$ cat src/priority_queue_server_dispatch_unit_assert.svh
// Assertion macros shared by the dispatch unit RTL.
// Each macro expects signals named clk and arst_n in the including scope.
`ifndef PRIORITY_QUEUE_SERVER_DISPATCH_UNIT_ASSERT_SVH
`define PRIORITY_QUEUE_SERVER_DISPATCH_UNIT_ASSERT_SVH

// A condition that holds at every clock edge outside reset.
`define PQSD_ASSERT_ALWAYS(label, prop, msg) \
	label: assert property (@(posedge clk) disable iff (!arst_n) (prop)) else $error(msg);

// A consequence that holds in the same cycle as its antecedent.
`define PQSD_ASSERT_IMPL(label, ante, cons, msg) \
	label: assert property (@(posedge clk) disable iff (!arst_n) (ante) |-> (cons)) \
		else $error(msg);

// A consequence that holds in the cycle after its antecedent.
`define PQSD_ASSERT_NEXT(label, ante, cons, msg) \
	label: assert property (@(posedge clk) disable iff (!arst_n) (ante) |=> (cons)) \
		else $error(msg);

`endif

$ cat src/pqsd_pkg.sv
// Shared types and constants of the priority queue server dispatch unit.
// No dependencies; pqsd_srv and the top level import this package.
`default_nettype none

package pqsd_pkg;

	localparam int QUEUE_DEPTH = 16;
	localparam int NUM_SERVERS = 3;

	localparam int QIDX_W = $clog2(QUEUE_DEPTH);
	localparam int QCNT_W = $clog2(QUEUE_DEPTH + 1);

	localparam int ACCT_W  = 24;
	localparam int REQ_W   = 3;
	localparam int SRV_W   = 2;
	localparam int STAT_W  = 4;
	localparam int COUNT_W = 5;

	localparam logic [SRV_W:0] SRV_LIMIT = NUM_SERVERS[SRV_W:0];

	typedef enum logic [REQ_W-1:0] {
		REQ_INSERT    = 3'd0,
		REQ_REMOVE    = 3'd1,
		REQ_CALL_NEXT = 3'd2,
		REQ_RELEASE   = 3'd3,
		REQ_OPEN      = 3'd4,
		REQ_CLOSE     = 3'd5
	} req_t;

	typedef enum logic [STAT_W-1:0] {
		ST_ASSIGNED       = 4'd0,
		ST_QUEUED         = 4'd1,
		ST_REMOVED        = 4'd2,
		ST_NOT_FOUND      = 4'd3,
		ST_EMPTY          = 4'd4,
		ST_NONE_FREE      = 4'd5,
		ST_RELEASED       = 4'd6,
		ST_ALREADY_FREE   = 4'd7,
		ST_CLOSED         = 4'd8,
		ST_OPENED         = 4'd9,
		ST_ALREADY_OPEN   = 4'd10,
		ST_BUSY           = 4'd11,
		ST_CLOSED_OK      = 4'd12,
		ST_ALREADY_CLOSED = 4'd13,
		ST_QUEUE_FULL     = 4'd14
	} status_t;

	typedef enum logic [1:0] {
		SRV_FREE   = 2'd0,
		SRV_CLOSED = 2'd1,
		SRV_BUSY   = 2'd2
	} srv_state_t;

	typedef enum logic [2:0] {
		S_IDLE,
		S_INS_SHIFT,
		S_INS_WRITE,
		S_SCAN,
		S_DEL_SHIFT,
		S_DONE
	} fsm_t;

	typedef struct packed {
		logic [REQ_W-1:0]  req_type;
		logic [ACCT_W-1:0] customer_account;
		logic              priority_req;
		logic [SRV_W-1:0]  server_index;
	} req_data_t;

	typedef struct packed {
		logic [STAT_W-1:0]  status;
		logic [SRV_W-1:0]   assigned_server;
		logic [ACCT_W-1:0]  assigned_account;
		logic [COUNT_W-1:0] queue_count;
	} rsp_data_t;

	// One queue slot as kept in the queue memory.
	typedef struct packed {
		logic              prio;
		logic [ACCT_W-1:0] account;
	} qent_t;

	typedef struct packed {
		logic             we;
		logic [SRV_W-1:0] idx;
		srv_state_t       state;
	} srv_wr_t;

	typedef struct packed {
		logic             any_free;
		logic [SRV_W-1:0] free_idx;
		srv_state_t       rd_state;
	} srv_info_t;

endpackage

`default_nettype wire

$ cat src/pqsd_ram.sv
// Generic simple dual-port RAM: one write port, one read port, registered read data.
// No dependencies.
`default_nettype none

module pqsd_ram #(
	parameter int DEPTH = 16,
	parameter int WIDTH = 25
) (
	input  wire logic                     clk,
	input  wire logic                     we,
	input  wire logic [$clog2(DEPTH)-1:0] waddr,
	input  wire logic [WIDTH-1:0]         wdata,
	input  wire logic                     re,
	input  wire logic [$clog2(DEPTH)-1:0] raddr,
	output logic      [WIDTH-1:0]         rdata
);

	logic [WIDTH-1:0] mem [DEPTH];

	always_ff @(posedge clk) begin
		if (we) begin
			mem[waddr] <= wdata;
		end
	end

	always_ff @(posedge clk) begin
		if (re) begin
			rdata <= mem[raddr];
		end
	end

endmodule

`default_nettype wire

$ cat src/pqsd_srv.sv
// Server state table: holds each server's state and finds the lowest free server.
// Depends on pqsd_pkg.
`default_nettype none

module pqsd_srv (
	input  wire logic                      clk,
	input  wire logic                      arst_n,
	input  wire pqsd_pkg::srv_wr_t         wr,
	input  wire logic [pqsd_pkg::SRV_W-1:0] rd_idx,
	output pqsd_pkg::srv_info_t            info
);
	import pqsd_pkg::*;

	srv_state_t states_q [NUM_SERVERS];

	always_ff @(posedge clk or negedge arst_n) begin
		if (!arst_n) begin
			for (int i = 0; i < NUM_SERVERS; i++) begin
				states_q[i] <= SRV_FREE;
			end
		end else if (wr.we && ({1'b0, wr.idx} < SRV_LIMIT)) begin
			states_q[wr.idx] <= wr.state;
		end
	end

	// Scan from the top so that the lowest free server wins.
	always_comb begin
		info.any_free = 1'b0;
		info.free_idx = '0;
		for (int i = NUM_SERVERS - 1; i >= 0; i--) begin
			if (states_q[i] == SRV_FREE) begin
				info.any_free = 1'b1;
				info.free_idx = SRV_W'(i);
			end
		end
		info.rd_state = ({1'b0, rd_idx} < SRV_LIMIT) ? states_q[rd_idx] : SRV_FREE;
	end

endmodule

`default_nettype wire

$ cat src/priority_queue_server_dispatch_unit.sv
// Priority queue server dispatch unit: top level with request sequencer and result register.
// Depends on pqsd_pkg, pqsd_ram, pqsd_srv and the assertion macro header.
//
// Usage: requests arrive on req (req_valid / req_stall), one result per request
// leaves on rsp (rsp_valid / rsp_stall). A transfer happens at a rising edge with
// valid high and stall low. The queue lives in a 16-entry memory kept in service
// order (priority entries first, arrival order within a level); the server
// states live in flip-flops.
// Server requests, direct assignment, a queue-full or empty result and an
// insert at the tail go from the request transfer to S_DONE, then to the
// output register. A priority insert behind normal entries moves each of them
// up one slot, one memory read and write per cycle. Remove and call-next scan
// the memory one slot per cycle and then close the gap.
// One request is in work at a time; req_stall is high from the transfer until
// the result moves into the output register. A result waiting on a stalled
// receiver does not hold up the next request; a new result then waits in the
// sequencer until rsp is free.
// Reset empties the queue, sets every server free and clears rsp_valid. The
// memory contents are not cleared; only slots below the queue length are read.
`default_nettype none
`include "priority_queue_server_dispatch_unit_assert.svh"

module priority_queue_server_dispatch_unit (
	input  wire logic                clk,
	input  wire logic                arst_n,
	input  wire logic                req_valid,
	output logic                     req_stall,
	input  wire pqsd_pkg::req_data_t req,
	output logic                     rsp_valid,
	input  wire logic                rsp_stall,
	output pqsd_pkg::rsp_data_t      rsp
);
	import pqsd_pkg::*;

	fsm_t              state_q, state_d;
	logic [QCNT_W-1:0] len_q, len_d;
	logic [QCNT_W-1:0] pcnt_q, pcnt_d;
	logic [QIDX_W-1:0] rd_q, rd_d;
	logic [QIDX_W-1:0] pos_q, pos_d;
	req_data_t         req_q, req_d;
	status_t           res_status_q, res_status_d;
	logic [SRV_W-1:0]  res_srv_q, res_srv_d;
	logic [ACCT_W-1:0] res_acct_q, res_acct_d;
	logic              out_valid_q;
	rsp_data_t         out_q;
	logic              out_load;

	logic              mem_we;
	logic [QIDX_W-1:0] mem_waddr;
	qent_t             mem_wdata;
	logic              mem_re;
	logic [QIDX_W-1:0] mem_raddr;
	qent_t             mem_rdata;

	srv_wr_t           srv_wr;
	logic [SRV_W-1:0]  srv_rd_idx;
	srv_info_t         srv_info;

	logic [QCNT_W-1:0] rd_next;
	logic              more_to_read;
	logic              is_call;
	logic              hit;

	pqsd_ram #(
		.DEPTH(QUEUE_DEPTH),
		.WIDTH($bits(qent_t))
	) u_queue_ram (
		.clk  (clk),
		.we   (mem_we),
		.waddr(mem_waddr),
		.wdata(mem_wdata),
		.re   (mem_re),
		.raddr(mem_raddr),
		.rdata(mem_rdata)
	);

	pqsd_srv u_srv (
		.clk   (clk),
		.arst_n(arst_n),
		.wr    (srv_wr),
		.rd_idx(srv_rd_idx),
		.info  (srv_info)
	);

	assign req_stall  = (state_q != S_IDLE);
	assign rsp_valid  = out_valid_q;
	assign rsp        = out_q;
	assign srv_rd_idx = req.server_index;

	assign rd_next      = QCNT_W'(rd_q) + QCNT_W'(1);
	assign more_to_read = (rd_next < len_q);
	assign is_call      = (req_t'(req_q.req_type) == REQ_CALL_NEXT);
	assign hit          = is_call || (mem_rdata.account == req_q.customer_account);

	always_ff @(posedge clk or negedge arst_n) begin
		if (!arst_n) begin
			state_q     <= S_IDLE;
			len_q       <= '0;
			pcnt_q      <= '0;
			out_valid_q <= 1'b0;
		end else begin
			state_q <= state_d;
			len_q   <= len_d;
			pcnt_q  <= pcnt_d;
			if (out_load) begin
				out_valid_q <= 1'b1;
			end else if (!rsp_stall) begin
				out_valid_q <= 1'b0;
			end
		end
	end

	always_ff @(posedge clk) begin
		rd_q         <= rd_d;
		pos_q        <= pos_d;
		req_q        <= req_d;
		res_status_q <= res_status_d;
		res_srv_q    <= res_srv_d;
		res_acct_q   <= res_acct_d;
		if (out_load) begin
			out_q.status           <= res_status_q;
			out_q.assigned_server  <= res_srv_q;
			out_q.assigned_account <= res_acct_q;
			out_q.queue_count      <= COUNT_W'(len_q);
		end
	end

	always_comb begin
		state_d      = state_q;
		len_d        = len_q;
		pcnt_d       = pcnt_q;
		rd_d         = rd_q;
		pos_d        = pos_q;
		req_d        = req_q;
		res_status_d = res_status_q;
		res_srv_d    = res_srv_q;
		res_acct_d   = res_acct_q;
		out_load     = 1'b0;
		mem_we       = 1'b0;
		mem_waddr    = '0;
		mem_wdata    = '0;
		mem_re       = 1'b0;
		mem_raddr    = '0;
		srv_wr       = '{we: 1'b0, idx: '0, state: SRV_FREE};

		unique case (state_q)
			S_IDLE: begin
				if (req_valid) begin
					req_d        = req;
					res_status_d = ST_NOT_FOUND;
					res_srv_d    = '0;
					res_acct_d   = '0;
					state_d      = S_DONE;
					unique case (req_t'(req.req_type)) inside
						REQ_INSERT: begin
							if ((len_q == '0) && srv_info.any_free) begin
								srv_wr       = '{we: 1'b1, idx: srv_info.free_idx, state: SRV_BUSY};
								res_status_d = ST_ASSIGNED;
								res_srv_d    = srv_info.free_idx;
								res_acct_d   = req.customer_account;
							end else if (len_q >= QCNT_W'(QUEUE_DEPTH)) begin
								res_status_d = ST_QUEUE_FULL;
							end else if (!req.priority_req || (pcnt_q == len_q)) begin
								// The new entry belongs at the tail: no slot moves.
								mem_we       = 1'b1;
								mem_waddr    = QIDX_W'(len_q);
								mem_wdata    = '{prio: req.priority_req, account: req.customer_account};
								len_d        = len_q + 1'b1;
								pcnt_d       = pcnt_q + QCNT_W'(req.priority_req);
								res_status_d = ST_QUEUED;
							end else begin
								// Priority entry goes behind the last priority entry;
								// normal entries move up starting from the tail.
								mem_re    = 1'b1;
								mem_raddr = QIDX_W'(len_q - 1'b1);
								rd_d      = QIDX_W'(len_q - 1'b1);
								pos_d     = QIDX_W'(pcnt_q);
								state_d   = S_INS_SHIFT;
							end
						end
						REQ_REMOVE, REQ_CALL_NEXT: begin
							if (len_q == '0) begin
								res_status_d = ST_EMPTY;
							end else if ((req_t'(req.req_type) == REQ_CALL_NEXT) &&
								!srv_info.any_free) begin
								res_status_d = ST_NONE_FREE;
							end else begin
								mem_re    = 1'b1;
								mem_raddr = '0;
								rd_d      = '0;
								state_d   = S_SCAN;
							end
						end
						REQ_RELEASE: begin
							if ({1'b0, req.server_index} < SRV_LIMIT) begin
								if (srv_info.rd_state == SRV_FREE) begin
									res_status_d = ST_ALREADY_FREE;
								end else if (srv_info.rd_state == SRV_BUSY) begin
									srv_wr       = '{we: 1'b1, idx: req.server_index, state: SRV_FREE};
									res_status_d = ST_RELEASED;
								end else begin
									res_status_d = ST_CLOSED;
								end
							end
						end
						REQ_OPEN: begin
							if ({1'b0, req.server_index} < SRV_LIMIT) begin
								if (srv_info.rd_state == SRV_FREE) begin
									res_status_d = ST_ALREADY_OPEN;
								end else if (srv_info.rd_state == SRV_BUSY) begin
									res_status_d = ST_BUSY;
								end else begin
									srv_wr       = '{we: 1'b1, idx: req.server_index, state: SRV_FREE};
									res_status_d = ST_OPENED;
								end
							end
						end
						REQ_CLOSE: begin
							if ({1'b0, req.server_index} < SRV_LIMIT) begin
								if (srv_info.rd_state == SRV_CLOSED) begin
									res_status_d = ST_ALREADY_CLOSED;
								end else if (srv_info.rd_state == SRV_BUSY) begin
									res_status_d = ST_BUSY;
								end else begin
									srv_wr       = '{we: 1'b1, idx: req.server_index, state: SRV_CLOSED};
									res_status_d = ST_CLOSED_OK;
								end
							end
						end
						default: begin
							res_status_d = ST_NOT_FOUND;
						end
					endcase
				end
			end
			S_INS_SHIFT: begin
				// Slot rd_q arrives from memory and moves up by one while the
				// next lower slot is read; the two addresses never coincide.
				mem_we    = 1'b1;
				mem_waddr = rd_q + 1'b1;
				mem_wdata = mem_rdata;
				if (rd_q == pos_q) begin
					state_d = S_INS_WRITE;
				end else begin
					mem_re    = 1'b1;
					mem_raddr = rd_q - 1'b1;
					rd_d      = rd_q - 1'b1;
				end
			end
			S_INS_WRITE: begin
				mem_we       = 1'b1;
				mem_waddr    = pos_q;
				mem_wdata    = '{prio: req_q.priority_req, account: req_q.customer_account};
				len_d        = len_q + 1'b1;
				pcnt_d       = pcnt_q + QCNT_W'(req_q.priority_req);
				res_status_d = ST_QUEUED;
				state_d      = S_DONE;
			end
			S_SCAN: begin
				if (hit) begin
					pcnt_d = pcnt_q - QCNT_W'(mem_rdata.prio);
					if (is_call) begin
						srv_wr       = '{we: 1'b1, idx: srv_info.free_idx, state: SRV_BUSY};
						res_status_d = ST_ASSIGNED;
						res_srv_d    = srv_info.free_idx;
						res_acct_d   = mem_rdata.account;
					end else begin
						res_status_d = ST_REMOVED;
					end
					if (more_to_read) begin
						mem_re    = 1'b1;
						mem_raddr = QIDX_W'(rd_next);
						rd_d      = QIDX_W'(rd_next);
						state_d   = S_DEL_SHIFT;
					end else begin
						len_d   = len_q - 1'b1;
						state_d = S_DONE;
					end
				end else if (more_to_read) begin
					mem_re    = 1'b1;
					mem_raddr = QIDX_W'(rd_next);
					rd_d      = QIDX_W'(rd_next);
				end else begin
					res_status_d = ST_NOT_FOUND;
					state_d      = S_DONE;
				end
			end
			S_DEL_SHIFT: begin
				// Close the gap: slot rd_q moves down by one.
				mem_we    = 1'b1;
				mem_waddr = rd_q - 1'b1;
				mem_wdata = mem_rdata;
				if (more_to_read) begin
					mem_re    = 1'b1;
					mem_raddr = QIDX_W'(rd_next);
					rd_d      = QIDX_W'(rd_next);
				end else begin
					len_d   = len_q - 1'b1;
					state_d = S_DONE;
				end
			end
			S_DONE: begin
				if (!out_valid_q || !rsp_stall) begin
					out_load = 1'b1;
					state_d  = S_IDLE;
				end
			end
			default: begin
				state_d = S_IDLE;
			end
		endcase
	end

	`PQSD_ASSERT_IMPL(a_no_rw_clash, mem_we && mem_re, mem_waddr != mem_raddr, "queue memory read and write hit the same slot")
	`PQSD_ASSERT_ALWAYS(a_pcnt_le_len, (pcnt_q <= len_q) && (len_q <= QCNT_W'(QUEUE_DEPTH)), "queue counters out of range")
	`PQSD_ASSERT_IMPL(a_scan_in_range, (state_q == S_SCAN) || (state_q == S_DEL_SHIFT), QCNT_W'(rd_q) < len_q, "scan beyond queue length")
	`PQSD_ASSERT_NEXT(a_len_step, 1'b1, (len_q == $past(len_q)) || (len_q == $past(len_q) + 1'b1) || (len_q == $past(len_q) - 1'b1), "queue length jumped")

endmodule

`default_nettype wire
$ cat config.mk
export PLATFORM = sky130hd
export DESIGN_NAME = priority_queue_server_dispatch_unit
export DESIGN_NICKNAME = d
export VERILOG_FILES = /design/src/pqsd_pkg.sv /design/src/pqsd_ram.sv /design/src/pqsd_srv.sv /design/src/priority_queue_server_dispatch_unit.sv
export VERILOG_INCLUDE_DIRS = /design/src /design/src/src
export SDC_FILE = /design/constraint.sdc
export NUM_CORES = 1
export LEC_CHECK = 0
export BUFFER_PORTS_ARGS = -buffer_cell sky130_fd_sc_hd__buf_2
export CAP_MARGIN = 20
export CORE_MARGIN = 4
export CORE_UTILIZATION = 38
export DETAILED_ROUTE_END_ITERATION = 6
export GPL_TIMING_DRIVEN = 0
export SETUP_SLACK_MARGIN = 0.4
export SLEW_MARGIN = 20
export SYNTH_ARGS = -nofsm -noshare
export SYNTH_HDL_FRONTEND = slang
export SYNTH_SLANG_ARGS = --single-unit
$ cat constraint.sdc
create_clock -name clk -period 8 [get_ports clk]
set_clock_uncertainty 0.05 [all_clocks]
set_input_delay 1.2 -clock clk [delete_from_list [all_inputs] [get_ports clk]]
set_output_delay 1.2 -clock clk [all_outputs]
set_load 0.03 [all_outputs]
# Yosys cells after proc, flatten, opt, wreduce, memory -nomap -nowiden
# Memories as Yosys holds them, arrays and structs flattened. A register that Yosys moved wholly into a read port is not among the register bits.
# Index checks and enable logic that the tools add are counted.
dict set report word_totals {
  wordCells 247
  ram_bits 400
  mem_count 1
  reg_bits 121
  output_inout_bits 37
  in_bits 34
}
# memory words word_bits rd rd_clocked_by_memory_dff wr line_no
set mem_list {}
lappend mem_list {u_queue_ram.mem 16 25 1 1 1 pqsd_ram.sv:18} ;# logic [WIDTH-1:0] mem [DEPTH];
dict set report op_classes {
  reduce_logical 35
  addsub 8
  order_cmp 7
  mux 137
  n_eq_ne 35
  n_bitwise 5
}
# cell count
set op_table {}
lappend op_table {{5-bit 2-to-1 mux} 26}
lappend op_table {{25-bit 2-to-1 mux} 5}
lappend op_table {{24-bit 2-to-1 mux} 5}
lappend op_table {{4-bit 2-to-1 mux} 30}
lappend op_table {{25-bit case mux with 3 select lines} 1}
lappend op_table {{3-bit 2-to-1 mux} 17}
lappend op_table {{24-bit case mux with 2 select lines} 1}
lappend op_table {{5-bit case mux with 4 select lines} 2}
lappend op_table {{4-bit case mux with 3 select lines} 3}
lappend op_table {{2-bit 2-to-1 mux} 13}
lappend op_table {{24-bit == test} 1}
lappend op_table {{1-bit 2-to-1 mux} 20}
lappend op_table {{2-bit != test (second input constant)} 10}
lappend op_table {{4-bit case mux with 5 select lines} 1}
lappend op_table {{3-bit != test (second input constant)} 6}
lappend op_table {{3-bit case mux with 6 select lines} 1}
lappend op_table {{4-bit case mux with 4 select lines} 1}
lappend op_table {{3-bit by 2-bit == test with 1-bit output (second input constant)} 5}
lappend op_table {{5-bit case mux with 3 select lines} 1}
lappend op_table {{7-bit AND reduction} 2}
lappend op_table {{3-bit == test (second input constant)} 4}
lappend op_table {{5-bit by 1-bit adder with 5-bit output} 2}
lappend op_table {{5-bit case mux with 2 select lines} 1}
lappend op_table {{10-bit AND reduction} 1}
lappend op_table {{other kinds (43)} 68}

# Logic depth before layout (Yosys ltp)
# Gate-level depths: netlist of the first run.
dict set report logic_depth {
  depth_word 18
  ltp_mapped 14
}

# By module
# From an unflattened synthesis of the first run, not the netlist that was laid out.
dict set report hier_totals {
  hier_cells 1243
  area_unflattened_um2 22290.1
}
# module area_per_inst_um2 cells_per_inst seq_area_each_um2 n_inst
set modules_own_cells {}
lappend modules_own_cells {pqsd_ram 15801.4 660 12762.2 1}
lappend modules_own_cells {priority_queue_server_dispatch_unit 6172.2 558 3383.2 1}
lappend modules_own_cells {pqsd_srv 316.6 25 150.1 1}

# Worst setup path after synthesis of the first run
# OpenSTA, ideal clock, no wires.
dict set report synth_path {
  kind {in2reg}
  startpoint {input port req[29] in the netlist's numbering}
  endpoint {memory u_queue_ram.mem[6][0], enable pin}
  slack_ns 3.612
  arrival_ns 3.931
  t_required_ns 7.543
  stages 8
  path_cell_list {clkbuf_1 > nor3_1 > nand3_1 > nor3_1 > clkbuf_1 > a221oi_1 > or2_2 > nor2_1}
}
dict set report synth_via {
  elab_chain_cells 6
  word_cells_on_any_way 9
  classes_between {mux: 8; reduce/logical: 1}
}
# element line_no
set synth_rtl {}
lappend synth_rtl {{from (decl)} priority_queue_server_dispatch_unit.sv:28} ;# input wire pqsd_pkg::req_data_t req,
lappend synth_rtl {{3-bit logical NOT (no line) (*)} -}
lappend synth_rtl {{1-bit 2-to-1 mux} priority_queue_server_dispatch_unit.sv:154} ;# unique case (req_t'(req.req_type)) inside
lappend synth_rtl {{1-bit 2-to-1 mux} priority_queue_server_dispatch_unit.sv:148} ;# if (req_valid) begin
lappend synth_rtl {{1-bit case mux with 2 select lines} priority_queue_server_dispatch_unit.sv:146} ;# unique case (state_q)
lappend synth_rtl {{1-bit 2-to-1 mux} pqsd_ram.sv:21} ;# if (we) begin
lappend synth_rtl {{1-bit 2-to-1 mux (implied by the code)} pqsd_ram.sv:22} ;# mem[waddr] <= wdata;
lappend synth_rtl {{to (decl)} pqsd_ram.sv:18}
# Every way passes the cells marked *; elsewhere a longest branch is shown, timed or not.

# Final worst setup path of the first run
dict set report layout_path {
  startpoint {register rd_q[0]}
  endpoint {register u_queue_ram.rdata[8], read port of u_queue_ram.mem, data pin}
}
dict set report layout_via {
  elab_chain_cells 4
  word_cells_on_any_way 10
  classes_between {add/sub: 2; order compare: 1; eq/ne: 1; mux: 6}
}
# element line_no
set layout_rtl {}
lappend layout_rtl {{from (decl)} priority_queue_server_dispatch_unit.sv:38} ;# logic [QIDX_W-1:0] rd_q, rd_d;
lappend layout_rtl {{from (signal assigned)} priority_queue_server_dispatch_unit.sv:114} ;# rd_q <= rd_d;
lappend layout_rtl {{4-bit by 1-bit adder with 5-bit output} priority_queue_server_dispatch_unit.sv:90} ;# assign rd_next = QCNT_W'(rd_q) + QCNT_W'(1);
lappend layout_rtl {{5-bit less-than comparator} priority_queue_server_dispatch_unit.sv:91} ;# assign more_to_read = (rd_next < len_q);
lappend layout_rtl {{4-bit 2-to-1 mux or 1-bit 2-to-1 mux (tied branches)} {priority_queue_server_dispatch_unit.sv:270, priority_queue_server_dispatch_unit.sv:279, priority_queue_server_dispatch_unit.sv:293}}
lappend layout_rtl {{4-bit case mux with 3 select lines or 1-bit case mux with 3 select lines (tied branches)} priority_queue_server_dispatch_unit.sv:146}
lappend layout_rtl {{to (decl)} pqsd_ram.sv:15} ;# output logic [WIDTH-1:0] rdata
# Several ways; a longest one is shown, not always the timed one.
# A chain may end at the register's enable or synchronous reset.

==> flow_summary.json, run 1 <==
{
  "status": "complete, no violations",
  "dp_hpwl_um": 38600,
  "port_buffers": 68,
  "powerDensity_nw_per_um2": 475,
  "most-common-layout-cells": "526 x edfxtp_1, 203 x mux2i_1, 107 x o22ai_1",
  "routed_via_density": 5.41,
  "die_h_um": 251,
  "htreeDepth": 2,
  "hold_violations": 0,
  "fin_crit_ns": 5.22,
  "cp_data_arrival_time_ns": 5.48,
  "rows": 88,
  "synth.avg_cell_area_um2": 15.8,
  "crit_path_end_kind": "flop",
  "grt_pass1_vias": 12900,
  "ys_ff_latch": 546,
  "start_kind": "flop",
  "core-area_um2": 58000,
  "synth_edf_count": 526,
  "grt_max_degree": 34,
  "place.gp.congestion": 0.849,
  "fin_cells": 2368,
  "drtIter0Drc": 1165,
  "dp.cells": 2271,
  "cp_max_fo": 10,
  "synth_ff_type": "edfxtp_1",
  "grt_pass1_wl_um": 81900,
  "antenna_found_initial": 1,
  "vias": 12800,
  "post_drt_wl_per_cell_um": 23.5,
  "cts.path.max_buffers": 3,
  "hold_path_class": "flop to flop",
  "reg2reg_to": "u_queue_ram.rdata[8]$_DFFE_PP_",
  "cts_setup_buffers": 0,
  "start_util_pct": 38.6,
  "num_io_pins": 71,
  "design_area_um2": 26000,
  "fillCellCount": 5018,
  "worst_slew_pin_slew_ns": 0.965,
  "drv_slew": 0,
  "cts_tree": "done",
  "clk_latency_ns": 0.61,
  "cap_violations": 0,
  "fmax_mhz": 192,
  "startpoint": "rd_q[0]$_DFFE_PP_",
  "clkTransAtPathRegs_ns": 0.06,
  "power.leakage_nw": 9.34,
  "finalSetupViolations": 0,
  "hold_buffers": 0,
  "die_x_um": 251,
  "drcViolationCount": 0,
  "rsz0062_at_grt": "no",
  "postRouteAntennaNets": 0,
  "layout-drive-gt1-share_pct": 15.3,
  "ys_warn_count": 0,
  "critPathKind": "flop to flop",
  "drtPass1Iterations": 5,
  "track_usage_pct": 17.2,
  "relSlewSlack_pct": 35.7,
  "layout.nets": 1611,
  "endpoint": "u_queue_ram.rdata[8]$_DFFE_PP_",
  "syn_nets": 1468,
  "diodes": 0,
  "yosysSeqAreaShare_pct": 72.7,
  "synth_cell_type_count": 63,
  "synthCells": 1418,
  "die_area_um2": 62900,
  "ff2ff_path_depth": 13,
  "cts_root_buf": "clkbuf_16",
  "ff2ff_setup_slack_ns": 2.78,
  "syn_area_um2": 22400,
  "syn2layout_area_growth_pct": 16.1,
  "postSynth.asyncResetShare_pct": 3.66,
  "layout_commonest_cell": "edfxtp_1",
  "r2r-start": "rd_q[0]$_DFFE_PP_",
  "holdWs_ns": 0.369,
  "cts_resized": 0,
  "min_period_over_period_pct": 65.3,
  "fin_setup_tns_ns": 0,
  "cts_sinks": 546,
  "required_ns": 8.26,
  "final_core_util_pct": 44.9,
  "vdd_drop_max_mv": 0.236,
  "cts_made_buffers": 53,
  "post_dp_cell_area_um2": 24300,
  "wirelength_um": 55600,
  "grt_remaining_overflow": 0
}
## synth_stat cells, types with 3 or more instances
cell | instances | area [um^2]
and2_1 | 3 | 18.8
a221oi_1 | 4 | 35.0
nand3_2 | 6 | 60.1
or3_1 | 6 | 37.5
nand2b_1 | 3 | 18.8
mux2i_1 | 203 | 2030
buf_1 | 6 | 22.5
o21ai_0 | 48 | 240
buf_2 | 32 | 160
or2_2 | 3 | 18.8
buf_4 | 5 | 37.5
a22oi_1 | 6 | 45.0
nor2b_1 | 8 | 50.1
inv_1 | 43 | 161
a222oi_1 | 25 | 250
a31oi_1 | 5 | 31.3
o21a_1 | 3 | 22.5
nand4_1 | 9 | 56.3
nand2_1 | 95 | 357
a21o_1 | 5 | 37.5
o211ai_1 | 3 | 22.5
xnor2_1 | 39 | 342
a221o_1 | 5 | 50.1
edfxtp_1 | 526 | 15800
dfrtp_1 | 20 | 500
nor2_1 | 40 | 150
mux2_2 | 6 | 67.6
xor2_1 | 12 | 105
nor3_1 | 11 | 55.1
or4_1 | 26 | 195
nand3_1 | 7 | 35.0
ha_1 | 15 | 188
o22ai_1 | 107 | 669
a21oi_1 | 20 | 100
nor4_1 | 6 | 37.5
clkbuf_1 | 24 | 90.1
## layout make-up
cell class / instances / area (um^2) / area share (%)
clock buffers: 64 / 1390 / 5.33
multi-input cells: 758 / 5750 / 22.1
flip-flops and latches: 546 / 16300 / 62.6
well taps: 765 / 957 / 3.68
repair buffers: 88 / 813 / 3.12
inverters: 45 / 169 / 0.649
clock inverters: 33 / 315 / 1.21
plain buffers: 69 / 333 / 1.28
## stage by stage
step	power, mW	setup WS, ns
finish	12.4	2.78
global route	12.9	2.54
CTS	12.4	2.86
detailed placement	9.97	2.67
global placement	9.61	1.53
floorplan	7.94	3.61
## how the worst min path moves through the flow
stage | cells past startpoint | slack (ns) | startpoint | endpoint
after floorplan | 0 | 0.35 | res_acct_q[5]$_DFFE_PP_ | rsp[10]$_DFFE_PP_
after global placement | 0 | 0.35 | res_acct_q[20]$_DFFE_PP_ | rsp[25]$_DFFE_PP_
after detailed placement | 0 | 0.36 | res_srv_q[0]$_DFFE_PP_ | rsp[29]$_DFFE_PP_
after CTS | 0 | 0.37 | res_srv_q[0]$_DFFE_PP_ | rsp[29]$_DFFE_PP_
after global routing | 0 | 0.37 | res_acct_q[9]$_DFFE_PP_ | rsp[14]$_DFFE_PP_
final | 0 | 0.37 | res_srv_q[0]$_DFFE_PP_ | rsp[29]$_DFFE_PP_
## cell families (layout without fill, tap and decap cells)
logic type / count (synthesis) / in the layout / share of synthesized area, %
muxes: 209 / 209 / 9.37
xor gates and xnor gates: 51 / 51 / 1.99
AOI/OAI and AO/OA: 249 / 249 / 7.46
buffers and inverters: 114 / 299 / 2.24
adders and majority gates: 16 / 16 / 0.927
DFF: 546 / 546 / 72.7
and+or+nand+nor: 233 / 233 / 5.29
## metal layers
metal	up-vias	track usage [%]	wire, um
met5	-	0	0
met2	473	29.2	27000
li1	5868	-	-
met4	0	4.96	1440
met1	6390	22.9	23300
met3	81	3.16	3880
## worst max-delay path, stage by stage, from the launching register on
cell      delay (ns)
edfxtp_1        0.52
ha_1            0.30
xor2_1          0.44
ha_1            0.35
a21oi_1         0.11
o21ai_0         0.13
a21oi_1         0.65
a31oi_1         0.21
o21ai_1         0.27
buf_6           0.21
clkbuf_1        0.73
mux2i_1         0.28
o22ai_1         0.09
or4_1           0.56
## registers in the layout, summed over array words and instances, names as in the netlist, 5 cells and up
signal and flops:
len_q 5, pcnt_q 5, req_q 28, res_acct_q 24, rsp 35, u_queue_ram.mem 400
u_queue_ram.rdata 25, u_srv.states_q 6
## where the power goes
group / leakage (nW) / switching (mW) / internal (mW) / total (mW)
Clock: 0.826 / 1.07 / 1.37 / 2.44
Sequential: 5.13 / 0.291 / 4.64 / 4.93
Combinational: 3.38 / 3.37 / 1.63 / 5.00
Note: power is estimated with default switching activity, not from simulation.
==> run 2, diff against run 1 <==
- clock period: 8 -> 5.2 ns (I/O delays scaled with it)
==> run 2 against run 1 <==
Non-clock buffer count unchanged. Utilization up 0.060 points. Total power up 54%. Highest routed layer unchanged. Hold slack worse by 0.28 ns. Maximum frequency up 13%. Largest cell class unchanged. Critical endpoint is now u_queue_ram.rdata[0]$_DFFE_PP_. Via count down 0.13%.
==> flow_summary.json, run 2 (synthesized netlist as in run 1, its figures left out) <==
{
  "cts_setup_buffers": 0,
  "layout.nets": 1611,
  "die_area_um2": 62900,
  "clk_latency_ns": 0.62,
  "layout-drive-gt1-share_pct": 15.8,
  "fin_crit_ns": 4.61,
  "critPathKind": "flop to flop",
  "status": "complete, no violations",
  "hold_violations": 0,
  "relSlewSlack_pct": 38.5,
  "regMostFlops": "u_queue_ram.mem",
  "cap_violations": 0,
  "wirelength_um": 55700,
  "cts_root_buf": "clkbuf_16",
  "power_mw": 19.1,
  "routed_via_density": 5.40,
  "rows": 88,
  "vdd_drop_max_mv": 0.364,
  "finalSetupViolations": 0,
  "crit_path_end_kind": "flop",
  "cts_sinks": 546,
  "hold_path_class": "input port to async pin",
  "drtIter0Drc": 1177,
  "grt_pass1_vias": 12900,
  "power.leakage_nw": 9.36,
  "drtPass1Iterations": 5,
  "num_io_pins": 71,
  "place.gp.congestion": 0.849,
  "vias": 12800,
  "layout_commonest_cell": "edfxtp_1",
  "rsz0062_at_grt": "no",
  "core-area_um2": 58000,
  "fillCellCount": 5017,
  "fin_setup_tns_ns": 0,
  "postRouteAntennaNets": 0,
  "hold_buffers": 0,
  "antenna_found_initial": 1,
  "cts.path.max_buffers": 3,
  "syn2layout_area_growth_pct": 16.3,
  "cp_data_arrival_time_ns": 4.87,
  "htreeDepth": 2,
  "powerDensity_nw_per_um2": 732,
  "cts_tree": "done",
  "grt_pass1_wl_um": 81900,
  "port_buffers": 68,
  "grt_max_degree": 34,
  "fmax_mhz": 217,
  "drcViolationCount": 0,
  "critical_path.max_stage_delay_ns": 0.61,
  "required_ns": 5.46,
  "drv_slew": 0,
  "most-common-layout-cells": "526 x edfxtp_1, 203 x mux2i_1, 107 x o22ai_1",
  "grt_remaining_overflow": 0,
  "diodes": 0,
  "largest_register_ffs": 400,
  "post_drt_wl_per_cell_um": 23.5,
  "dp_hpwl_um": 38600,
  "slowest_stage": "or4_1",
  "cpMostUsedCell": "ha_1",
  "cts_made_buffers": 53,
  "track_usage_pct": 17.2,
  "die_x_um": 251,
  "cp_max_fo": 10,
  "worst_slew_pin_slew_ns": 0.918,
  "clkTransAtPathRegs_ns": 0.06,
  "min_period_over_period_pct": 88.7,
  "start_util_pct": 38.6,
  "ff2ff_path_depth": 13,
  "path_cells": "ha_1 > xor2_2 > ha_1 > a21oi_1 > o21ai_0 > a21oi_2 > a31oi_1 > o21ai_1 > buf_6 > buf_2 > mux2i_1 > o22ai_1 > or4_1",
  "cts_resized": 6,
  "start_kind": "flop",
  "die_h_um": 251
}
-- run 2: cell types whose count changed in the layout (fill, tap and decap cells not counted), moves of 2 or more --
| cell | change |
|---|---|
| clkbuf_2 | +4 |
| buf_2 | -3 |
| clkbuf_1 | -3 |
| clkbuf_4 | +3 |
| a21oi_1 | -2 |
| a21oi_2 | +2 |
| buf_1 | -2 |
-- run 2: final cells by class --
| cell class | instances | area, um^2 | share of cell area [%] |
|---|---|---|---|
| buffer | 69 | 353 | 1.35 |
| clock buffer | 64 | 1390 | 5.32 |
| clock inverter | 33 | 315 | 1.21 |
| inverter | 45 | 169 | 0.648 |
| multi-input combinational | 758 | 5770 | 22.1 |
| sequential | 546 | 16300 | 62.5 |
| tap | 765 | 957 | 3.67 |
| timing repair buffer | 88 | 813 | 3.12 |
-- run 2: worst max-delay path: cells and delay by family, from the launching register on --
kind                     cells  cell delay [ns]
AND/OR/NAND/NOR              1             0.61
flip-flops                   1             0.52
buffers and inverters        2             0.63
AO/OA/AOI/OAI                6             1.28
multiplexers                 1             0.27
adder cells (fa/ha/maj)      2             0.64
XOR/XNOR                     1             0.32
-- run 2: worst paths after layout --
kind                                         from                             end  slack [ns]
min in group clk                          req[14]             req_q[14]$_DFFE_PP_        0.34
setup reg to reg                rd_q[0]$_DFFE_PP_  u_queue_ram.rdata[0]$_DFFE_PP_        0.59
setup / recovery                rd_q[0]$_DFFE_PP_  u_queue_ram.rdata[0]$_DFFE_PP_        0.59
hold / removal                             arst_n           pcnt_q[1]$_DFFE_PN0P_        0.09
hold reg to reg            res_srv_q[0]$_DFFE_PP_               rsp[29]$_DFFE_PP_        0.37
max in group asynchronous                  arst_n   u_srv.states_q[4]$_DFFE_PN0P_        4.65
-- run 2: routing by layer --
layer | share of wire (%) | global-route usage (%) | routed length, um
met5 | 0 | 0 | 0
met4 | 2.5 | 4.96 | 1370
met3 | 6.3 | 3.16 | 3490
met2 | 49 | 29.2 | 27200
met1 | 43 | 22.8 | 23700
-- run 2: through the flow --
| step | std cells | hold slack, ns | instance area, um^2 | worst slack (ns) | util [%] |
|---|---|---|---|---|---|
| finish | 2368 | 0.0905 | 26100 | 0.588 | 44.9 |
| global route | 2368 | 0.113 | 26100 | 0.409 | 44.9 |
| CTS | 2368 | 0.0828 | 26000 | 0.413 | 44.9 |
| detailed placement | 2271 | 0.356 | 24300 | 0.0535 | 41.9 |
| global placement | 2251 | 0.352 | 23700 | -0.846 | 40.9 |
| floorplan | 1418 | 0.350 | 22400 | 1.23 | - |
-- run 2: where the power goes --
group          internal, mW  switching (mW)  leakage, nW
logic                  2.53            5.22         3.40
clock network          2.11            1.65        0.826
registers              7.13           0.449         5.13
total                  11.8            7.32         9.36
==> run 3, diff against run 2 <==
- ABC_AREA: default -> 1
- ABC_CLOCK_PERIOD_IN_PS: default -> 5200
- MAX_ROUTING_LAYER: default -> met4
==> run 3 against run 2 <==
Clock power increased by 8.2%. Maximum frequency increased by 11%. Global-route usage increased by 2.0 points. Routed wire length increased by 19%. Die area increased by 10%. Final cell count increased by 44%. Final area increased by 10%. Flip-flop and latch count unchanged. First-iteration DRC count increased by 44%. Sequential power decreased by 2%.
==> flow_summary.json, run 3 <==
{
  "critPathKind": "flop to flop",
  "start_util_pct": 38.4,
  "syn_area_um2": 24800,
  "slowest_stage": "nor2_4",
  "critical_path.max_stage_delay_ns": 0.81,
  "ff2ff_setup_slack_ns": 1.06,
  "syn2layout_area_growth_pct": 16.1,
  "vdd_drop_max_mv": 0.365,
  "powerDensity_nw_per_um2": 716,
  "grt_remaining_overflow": 0,
  "use_met3_pct": 3.30,
  "min_period_over_period_pct": 79.6,
  "ys_ff_latch": 546,
  "largest_register_ffs": 400,
  "grt_most_used_layer": "met2",
  "crit_path_end_kind": "flop",
  "required_ns": 5.48,
  "fillCellCount": 5987,
  "synth_top_cell_by_area": "edfxtp_1",
  "holdWs_ns": 0.0854,
  "core-area_um2": 64500,
  "synth.avg_cell_area_um2": 10.6,
  "post_dp_cell_area_um2": 26900,
  "clkTransAtPathRegs_ns": 0.06,
  "hold_path_class": "input port to async pin",
  "yosysMostFrequentCell": "edfxtp_1",
  "place.gp.congestion": 0.921,
  "most-common-layout-cells": "526 x edfxtp_1, 525 x nand3_1, 480 x nand2_1",
  "synth_cell_type_count": 44,
  "use_met1_pct": 24.9,
  "track_usage_pct": 19.2,
  "synth_ff_type": "edfxtp_1",
  "fmax_mhz": 241,
  "synth_common_cells": "526 x edfxtp_1, 525 x nand3_1, 480 x nand2_1",
  "die_h_um": 263,
  "drtPass1Iterations": 6,
  "grt_use_met2_pct": 31.5,
  "power.leakage_nw": 11.6,
  "port_buffers": 70,
  "synth_top_area_share_pct": 63.7,
  "layout.nets": 2556,
  "fin_crit_ns": 4.14,
  "postSynth.asyncResetShare_pct": 3.66,
  "hold_violations": 0,
  "grt_pass1_vias": 16800,
  "fin_setup_tns_ns": 0,
  "relSlewSlack_pct": 32.1,
  "dp_slack_ns": 0.759,
  "grt_max_degree": 33,
  "synthCells": 2348,
  "start_kind": "flop",
  "cts_resized": 0,
  "dp_hpwl_um": 47500,
  "post_drt_wl_per_cell_um": 19.4,
  "num_io_pins": 71,
  "drcViolationCount": 0,
  "grt_pass1_wl_um": 100000,
  "finalSetupViolations": 0,
  "yosysSeqAreaShare_pct": 65.8,
  "drv_slew": 0,
  "worst_slew_pin_slew_ns": 1.02,
  "regMostFlops": "u_queue_ram.mem",
  "cp_max_fo": 32,
  "synth_edf_count": 526,
  "wirelength_um": 66200,
  "layout-drive-gt1-share_pct": 12.6,
  "cts_sinks": 546,
  "cp_data_arrival_time_ns": 4.42,
  "layout_commonest_cell": "edfxtp_1",
  "cts_made_buffers": 58,
  "die_area_um2": 69400,
  "cts_root_buf": "clkbuf_16",
  "hold_buffers": 0,
  "synth.area.top_cells": "edfxtp_1 64%, nand3_1 11%, nand2_1 7.3%",
  "cts_setup_buffers": 0,
  "drtIter0Drc": 1699,
  "design_area_um2": 28800,
  "power_mw": 20.6,
  "path_cells": "nor2_2 > nand2_2 > nor2_4 > nand4_4 > inv_1 > nand2_1 > inv_1 > o21ai_0 > nor3_2 > buf_4 > buf_4",
  "routed_via_density": 5.10,
  "die_x_um": 263,
  "antenna_found_initial": 1,
  "htreeDepth": 2,
  "rows": 93,
  "cts_tree": "done",
  "vias": 17400,
  "cap_violations": 0,
  "ys_warn_count": 0,
  "timing.final.ws_setup_ns": 1.06,
  "rsz0062_at_grt": "no",
  "postRouteAntennaNets": 0,
  "syn_nets": 2398,
  "cts.path.max_buffers": 3,
  "clk_latency_ns": 0.63,
  "status": "complete, no violations"
}
## run 3: cell count changes after synthesis, sizes merged, moves of 19 or more
cell / change
nor2: +38
or4: -26
inv: +304
mux2i: -203
buf: +54
o22ai: -103
nand3: +513
nand3b: +48
xnor2: -19
nand2: +388
a222oi: -25
## run 3: layout make-up
cell class | instances | area (um^2) | share of cell area, %
Inverter | 351 | 1320 | 4.58
Sequential cell | 546 | 16300 | 56.6
Antenna cell | 3 | 7.51 | 0.0261
Timing Repair Buffer | 98 | 833 | 2.90
Clock buffer | 73 | 1530 | 5.31
Multi-Input combinational cell | 1334 | 6730 | 23.4
Clock inverter | 35 | 350 | 1.22
Buffer | 117 | 639 | 2.22
Tap cell | 855 | 1070 | 3.72
## run 3: metrics by stage
step                      std cells  utilization, %
after global routing           3410            44.6
after CTS                      3409            44.6
after detailed placement       3301            41.7
after global placement         3273            40.6
after floorplan                2348               -
final                          3412            44.6
## run 3: final timing paths
| path | from | endpoint | depth (start not counted) |
|---|---|---|---|
| hold / removal | arst_n | pcnt_q[3]$_DFFE_PN0P_ | 1 |
| min in group clk | req[23] | req_q[23]$_DFFE_PP_ | 1 |
| setup / recovery | state_q[0]$_DFFE_PN0P_ | u_queue_ram.mem[0][15]$_DFFE_PP_ | 11 |
| max in group asynchronous | arst_n | u_srv.states_q[3]$_DFFE_PN0P_ | 1 |
| setup reg to reg | state_q[0]$_DFFE_PN0P_ | u_queue_ram.mem[0][15]$_DFFE_PP_ | 11 |
| hold reg to reg | res_acct_q[8]$_DFFE_PP_ | rsp[13]$_DFFE_PP_ | 0 |
## run 3: metal layers
layer,routed length [um],vias to the layer above
li1,-,8313
met1,28500,8385
met2,31500,598
met3,4520,102
met4,1650,0
met5,0,-
## run 3: worst max-delay path, delay by kind of cell (launching register included)
kind / cells / cell delay [ns]
compound gates: 1 / 0.25
buf+inv: 4 / 0.96
simple gates: 6 / 2.14
flops: 1 / 0.45
## run 3: power by group
part / switching [mW] / internal, mW / total [mW]
logic: 6.47 / 2.62 / 9.09
clock network: 1.70 / 2.38 / 4.07
registers: 0.414 / 7.03 / 7.44
total: 8.58 / 12.0 / 20.6
## run 3: cells by family (layout without fill, tap and decap cells)
logic type / Yosys count / after routing / synth area share, %
buffers and inverters: 468 / 674 / 7.90
flip-flops: 546 / 546 / 65.8
XOR/XNOR: 32 / 32 / 1.13
adder cells (fa/ha/maj): 16 / 16 / 0.838
AND/OR/NAND/NOR: 1158 / 1158 / 21.3
other: 0 / 3 / 0
AO/OA/AOI/OAI: 128 / 128 / 3.01
